===== src/design/rrtt_pkg.sv =====
// Shared constants for the round-robin thread table: field widths, commands, slot states, status codes.
package rrtt_pkg;

  localparam int CMD_W    = 3;
  localparam int SLOT_W   = 4;
  localparam int STATUS_W = 2;

  // commands
  localparam logic [CMD_W-1:0] CMD_YIELD   = 3'd0;
  localparam logic [CMD_W-1:0] CMD_CREATE  = 3'd1;
  localparam logic [CMD_W-1:0] CMD_SUSPEND = 3'd2;
  localparam logic [CMD_W-1:0] CMD_RESUME  = 3'd3;
  localparam logic [CMD_W-1:0] CMD_EXIT    = 3'd4;

  // per-slot state codes
  localparam logic [1:0] ST_FREE     = 2'd0;
  localparam logic [1:0] ST_RUNNING  = 2'd1;
  localparam logic [1:0] ST_RUNNABLE = 2'd2;
  localparam logic [1:0] ST_WAIT     = 2'd3;

  // status codes
  localparam logic [STATUS_W-1:0] STAT_DONE    = 2'd0;
  localparam logic [STATUS_W-1:0] STAT_NO_FREE = 2'd1;
  localparam logic [STATUS_W-1:0] STAT_BAD     = 2'd2;
  localparam logic [STATUS_W-1:0] STAT_HALTED  = 2'd3;

endpackage


===== src/design/rrtt_table.sv =====
// Slot state memory: one write port, one registered read port, per-entry valid bits for reset.
module rrtt_table import rrtt_pkg::*; #(
  parameter int NUM_SLOTS = 16,
  localparam int AW = $clog2(NUM_SLOTS)
) (
  input  logic          clk,
  input  logic          rst,
  input  logic          wr_en,
  input  logic [AW-1:0] wr_addr,
  input  logic [1:0]    wr_data,
  input  logic          rd_en,
  input  logic [AW-1:0] rd_addr,
  output logic [1:0]    rd_data
);

  logic [1:0]           mem [NUM_SLOTS];
  logic [NUM_SLOTS-1:0] written;
  logic [1:0]           mem_q;
  logic                 written_q;
  logic                 zero_q;

  always_ff @(posedge clk) begin
    if (wr_en) begin
      mem[wr_addr] <= wr_data;
    end
    if (rd_en) begin
      mem_q <= mem[rd_addr];
    end
  end

  always_ff @(posedge clk) begin
    if (rst) begin
      written   <= '0;
      written_q <= 1'b0;
      zero_q    <= 1'b0;
    end else begin
      if (wr_en) begin
        written[wr_addr] <= 1'b1;
      end
      if (rd_en) begin
        // a write to the same entry in this cycle is never paired with a read
        written_q <= written[rd_addr];
        zero_q    <= (rd_addr == '0);
      end
    end
  end

  // untouched entries read as their reset value
  assign rd_data = written_q ? mem_q : (zero_q ? ST_RUNNING : ST_FREE);

endmodule


===== config.mk =====
export PLATFORM = sky130hd
export DESIGN_NAME = rrtt_table
export DESIGN_NICKNAME = d
export VERILOG_FILES = /design/src/design/rrtt_pkg.sv /design/src/design/rrtt_table.sv
export SDC_FILE = /design/constraint.sdc
export NUM_CORES = 1
export LEC_CHECK = 0
export ABC_AREA = 1
export BUFFER_PORTS_ARGS = -buffer_cell sky130_fd_sc_hd__buf_2
export CORE_MARGIN = 1.5
export CORE_UTILIZATION = 60
export CTS_BUF_LIST = sky130_fd_sc_hd__clkbuf_4 sky130_fd_sc_hd__clkbuf_8
export CTS_CLUSTER_DIAMETER = 30
export DETAILED_ROUTE_END_ITERATION = 10
export GPL_TIMING_DRIVEN = 0
export HOLD_SLACK_MARGIN = 0.03
export PLACE_DENSITY = 0.79
export SYNTH_ARGS = -nofsm -noshare
export SYNTH_HDL_FRONTEND = slang
export SYNTH_SLANG_ARGS = --single-unit

===== constraint.sdc =====
create_clock -name clk -period 1.55 [get_ports clk]
set_clock_uncertainty 0.05 [all_clocks]
set_input_delay 0.155 -clock clk [delete_from_list [all_inputs] [get_ports clk]]
set_output_delay 0.155 -clock clk [all_outputs]
set_load 0.005 [all_outputs]

# Yosys cells after proc, flatten, opt, wreduce, memory -nomap -nowiden
# Memories as Yosys holds them, arrays and structs flattened. A register that Yosys moved wholly into a read port is not among the register bits.
# Cells that the tools add are included.
dict set report classes {
  bitwise 1
  reduce_logical 2
  mux 8
  magnitude_cmp 3
}
# cell count
set ops {}
lappend ops {{bitwise OR 16 bit} 1}
lappend ops {{< comparator 4 x 5 -> 1 bit, second input constant} 2}
lappend ops {{two-way mux 1 bit} 5}
lappend ops {{binary-select mux 1 bit (select 4 bit)} 1}
lappend ops {{demux 1 bit (select 4 bit)} 1}
lappend ops {{greater-or-equal comparator 4 x 1 -> 1 bit, second input constant} 1}
lappend ops {{logical NOT 4 bit} 1}
lappend ops {{two-way mux 2 bit} 1}
lappend ops {{logical AND 1 bit} 1}
dict set report totals {
  elab_cells 18
  mem_bits_rw 32
  memories 1
  input_bits 14
  out_inout_bits 2
  register_bits 18
}
# memory depth width read_ports rd_ports_with_merged_regs write_ports line_no
set mem_list {}
lappend mem_list {mem 16 2 1 1 1 rrtt_table.sv:16} ;# logic [1:0] mem [NUM_SLOTS];

# Longest topological paths before layout
dict set report depth {
  ltp_word 5
  depth_mapped 11
  mapped_depth_nobuf 9
}

# Worst setup path before layout
# No wires, ideal clock.
dict set report synth_path {
  kind {input to register}
  startpoint {input port rd_addr[0]}
  endpoint {register mem_q[1] (read register of mem), data pin}
  n_path_buf 2
  setup_slack_ps 445
  cell_stages 9
  required_time_ps 1247
  t_arrival_ps 802
  setup_time_ps 253
  path_cell_list {buf_6 inv_6 buf_6 nor2_1 nor2_1 o21ai_1 o211ai_1 nand3_1 nand2_1}
}
# item line_no
set synth_rtl {}
lappend synth_rtl {{from (decl)} rrtt_table.sv:12} ;# input logic [AW-1:0] rd_addr,
lappend synth_rtl {{to (decl)} rrtt_table.sv:18} ;# logic [1:0] mem_q;

# Final worst setup path
dict set report layout_path {
  startpoint {register written_q}
  endpoint {output port rd_data[0]}
}
dict set report layout_via {
  elab_chain_len 1
}
# item line_no
set layout_lines {}
lappend layout_lines {{from (decl)} rrtt_table.sv:19} ;# logic written_q;
lappend layout_lines {{from (signal assigned)} rrtt_table.sv:42} ;# written_q <= written[rd_addr];
lappend layout_lines {{two-way mux 2 bit} rrtt_table.sv:49} ;# assign rd_data = written_q ? mem_q : (zero_q ? ST_RUNNING : ST_FREE);
lappend layout_lines {{to (decl)} rrtt_table.sv:13} ;# output logic [1:0] rd_data
# No other way between the ends.

==> results.sh <==
export IMPL_synth_xor_area_share_pct=0
export IMPL_port_buffers=13
export IMPL_run_status="completed"
export IMPL_tritoncts_clock_tree="yes"
export IMPL_hold_depth=3
export IMPL_worst_setup_path_type="reg -> out"
export IMPL_post_dp_hpwl_mm=3.08
export IMPL_die_x_microns=63.3
export IMPL_setup_viol=0
export IMPL_ios=16
export IMPL_swShare_pct=22.5
export IMPL_clock_latency_ns=0.37
export IMPL_worst_hold_path_type="in -> reg"
export IMPL_final_max_slew_viol_count=0
export IMPL_synth_top_family_by_area="simple AND/OR/NAND/NOR gates"
export IMPL_grt_setup_unrepaired="no"
export IMPL_vdd_ir_drop_worst_v=0.000644
export IMPL_fin_hold_ws_ns=0.0650
export IMPL_floorplan_initialDensity_pct=63.8
export IMPL_cp_end_kind="output pin"
export IMPL_final_hold_viol_count=0
export IMPL_die_h_microns=63.3
export IMPL_met3_length_microns=297
export IMPL_post_synth_top_area_cell="edfxtp_1"
export IMPL_die_area_sq_mm=0.00401
export IMPL_crit_fanout=3
export IMPL_worstRegToRegCells=6
export IMPL_cts_buffers=5
export IMPL_power_frac_seq_pct=61.4
export IMPL_grt_overflow_total=0
export IMPL_post_drt_via_cell_ratio=5.47
export IMPL_detail_route_wl_per_cell_microns=14.8
export IMPL_synth_top_cell_area_share_pct=46.8
export IMPL_synth_edf_count=34
export IMPL_cts_root_buffer="clkbuf_4"
export IMPL_postRouteAntennaNets=0
export IMPL_areaGrowthSynthToFinish_pct=9.75
export IMPL_detail_route_iter0_violations=76
export IMPL_max_cap_violations=0
export IMPL_cp_required_ns=1.34
export IMPL_gp_congestion=0.910
export IMPL_synth_most_common_cell="nor2_1"
export IMPL_post_synth_fa_ha_maj_area_fraction_pct=0
export IMPL_clockBufferDepth=2
export IMPL_row_count=21
export IMPL_placed_cells=285
export IMPL_netSwitchingPower_mw=0.557
export IMPL_met1_length_mm=1.89
export IMPL_wire_length_on_met2_mm=2.15
export IMPL_worst_slew_pin_transition_ns=0.511
export IMPL_yosysWarnings=0
export IMPL_grt_first_pass_wirelength_mm=7.05
export IMPL_f_max_mhz=702
export IMPL_htreeDepth=2
export IMPL_startpoint_class_of_the_critical_path="flop"
export IMPL_aggregate_routed_wire_length_mm=4.36
export IMPL_fin_crit_sh_pct=91.9
export IMPL_synth_yosys_seq_area_share_pct=63.3
export IMPL_core_sq_mm=0.00342
export IMPL_cell_internal_pwr_mw=1.92
export IMPL_numClockSinks=52
export IMPL_synth_compound_gate_area_share_pct=7.57
export IMPL_post_route_min_period_ns=1.42
export IMPL_fin_cells=294
export IMPL_highest_signal_layer="met4"
export IMPL_p_comb_share_pct=8.8
export IMPL_total_power_mw=2.48
export IMPL_nNetsFinal=261
export IMPL_drc_errors=0
export IMPL_synth_cell_type_count=21
export IMPL_routed_via_count=1607
export IMPL_post_synth_mux_area_share_pct=0.516
export IMPL_first_global_vias=1499
export IMPL_postSynthCellCount=226
export IMPL_final_layout_size_suffix_gt1_share_pct=12.9
export IMPL_track_usage_pct=24.1
export IMPL_num_antenna_cells=0
export IMPL_power_density_mw_per_mm2=1040
export IMPL_setup_reg_to_reg_worst_slack_ns=0.37
export IMPL_synth_top_flop_cell="edfxtp_1"
export IMPL_synthesis_area_per_instance_sq_um=9.65
export IMPL_detailedRoute_firstPassIterationCount=4
export IMPL_synthesis_area_sq_mm=0.00218
export IMPL_grt_max_degree=17
export IMPL_yosys_area_share_simple_pct=22.1
export IMPL_share_of_flip_flops_with_an_asynchronous_set_or_reset_pct=0
export IMPL_synth_seq_cells=52
export IMPL_synth_net_count=240
export IMPL_ys_top_cells_by_area="edfxtp_1, dfxtp_1, nor2_1, nand2_1, nand3_1"
export IMPL_grt_antenna_before_repair=0
export IMPL_pwr_share_clk_pct=29.9
export IMPL_synth_commonest_cells="nor2_1, edfxtp_1, nand2_1"
export IMPL_cp_arrival_ns=1.22
export IMPL_maxSlewHeadroom_pct=66.0
export IMPL_finalSetupTns_ns=0
export IMPL_power_static_leakage_nw=0.905
export IMPL_worst_setup_hold_path_clk_slew_ns=0.15
[what timing repair did]
item | 4_1_cts | 5_1_grt
hold buffers | 1 | 0
endpoints found under the hold margin | 3 | 0
gates resized for setup | 0 | 0
buffers inserted | 0 | 0
[final cells by class]
type,count,area (sq um)
clock buffers,5,37.5
plain buffers,9,76.3
clock inverters,3,42.5
inverters,16,65.1
well taps,46,57.6
repair buffers,14,75.1
fillers,278,1020
multi-input cells,149,658
flip-flops and latches,52,1380
[state kept, by name, indices dropped and copies added (netlist names)]
name	count
written	16
mem_q	2
mem	32
zero_q	1
written_q	1
[metrics by stage]
stage               util, %  area (sq um)  setup WS (ns)
floorplan                 -          2180          0.445
global route           70.1          2390         0.0776
detailed placement     67.4          2300          0.277
CTS                    70.1          2390          0.121
global placement       67.4          2300          0.273
finish                 70.1          2390          0.125
[critical path: stages, from the launching register on]
cell and delay [ns]:
dfxtp_1 0.39, mux2_2 0.33, buf_2 0.12
[cell usage in the layout, fill, tap and decap left out]
master	n
nand2_1	25
o21ai_1	5
nor3_1	3
clkinv_2	1
inv_6	1
buf_2	14
edfxtp_1	34
bufinv_16	1
o211ai_1	8
o21a_1	2
nand2_2	1
inv_1	14
buf_4	1
buf_6	5
clkbuf_1	2
nor2_1	72
mux2_2	1
dlygate4sd3_1	1
nand4_1	1
inv_2	1
clkbuf_4	5
o21ai_0	12
dfxtp_1	18
nand3_1	18
clkinvlp_4	1
a21oi_1	1
[metal layers]
metal | vias up | track usage (%)
li1 | 796 | -
met2 | 57 | 41.2
met5 | - | 0
met3 | 4 | 3.21
met1 | 750 | 31.3
met4 | 0 | 9.78
[power groups by stage]
| stage | clock (mW) | sequential (mW) | combinational, mW |
|---|---|---|---|
| after detailed placement | 0 | 1.55 | 0.214 |
| after CTS | 0.749 | 1.52 | 0.216 |
| after global routing | 0.794 | 1.53 | 0.242 |
| final | 0.740 | 1.52 | 0.217 |
| after global placement | 0 | 1.55 | 0.210 |
| after floorplan | 0 | 1.55 | 0.135 |
[cells by family (layout without fill, tap and decap cells)]
group	count (synthesis)	count (layout)
AO/OA/AOI/OAI	28	28
buffers and inverters	25	47
flip-flops	52	52
multiplexers	1	1
AND/OR/NAND/NOR	120	120
[worst paths after layout]
kind,from,endpoint
hold reg to reg,written[1],written[1]
setup / recovery,written_q,rd_data[0]
hold / removal,rd_addr[3],mem_q[1]
setup reg to reg,mem[9][1],mem_q[1]
Power figures use the tool's default switching activity.
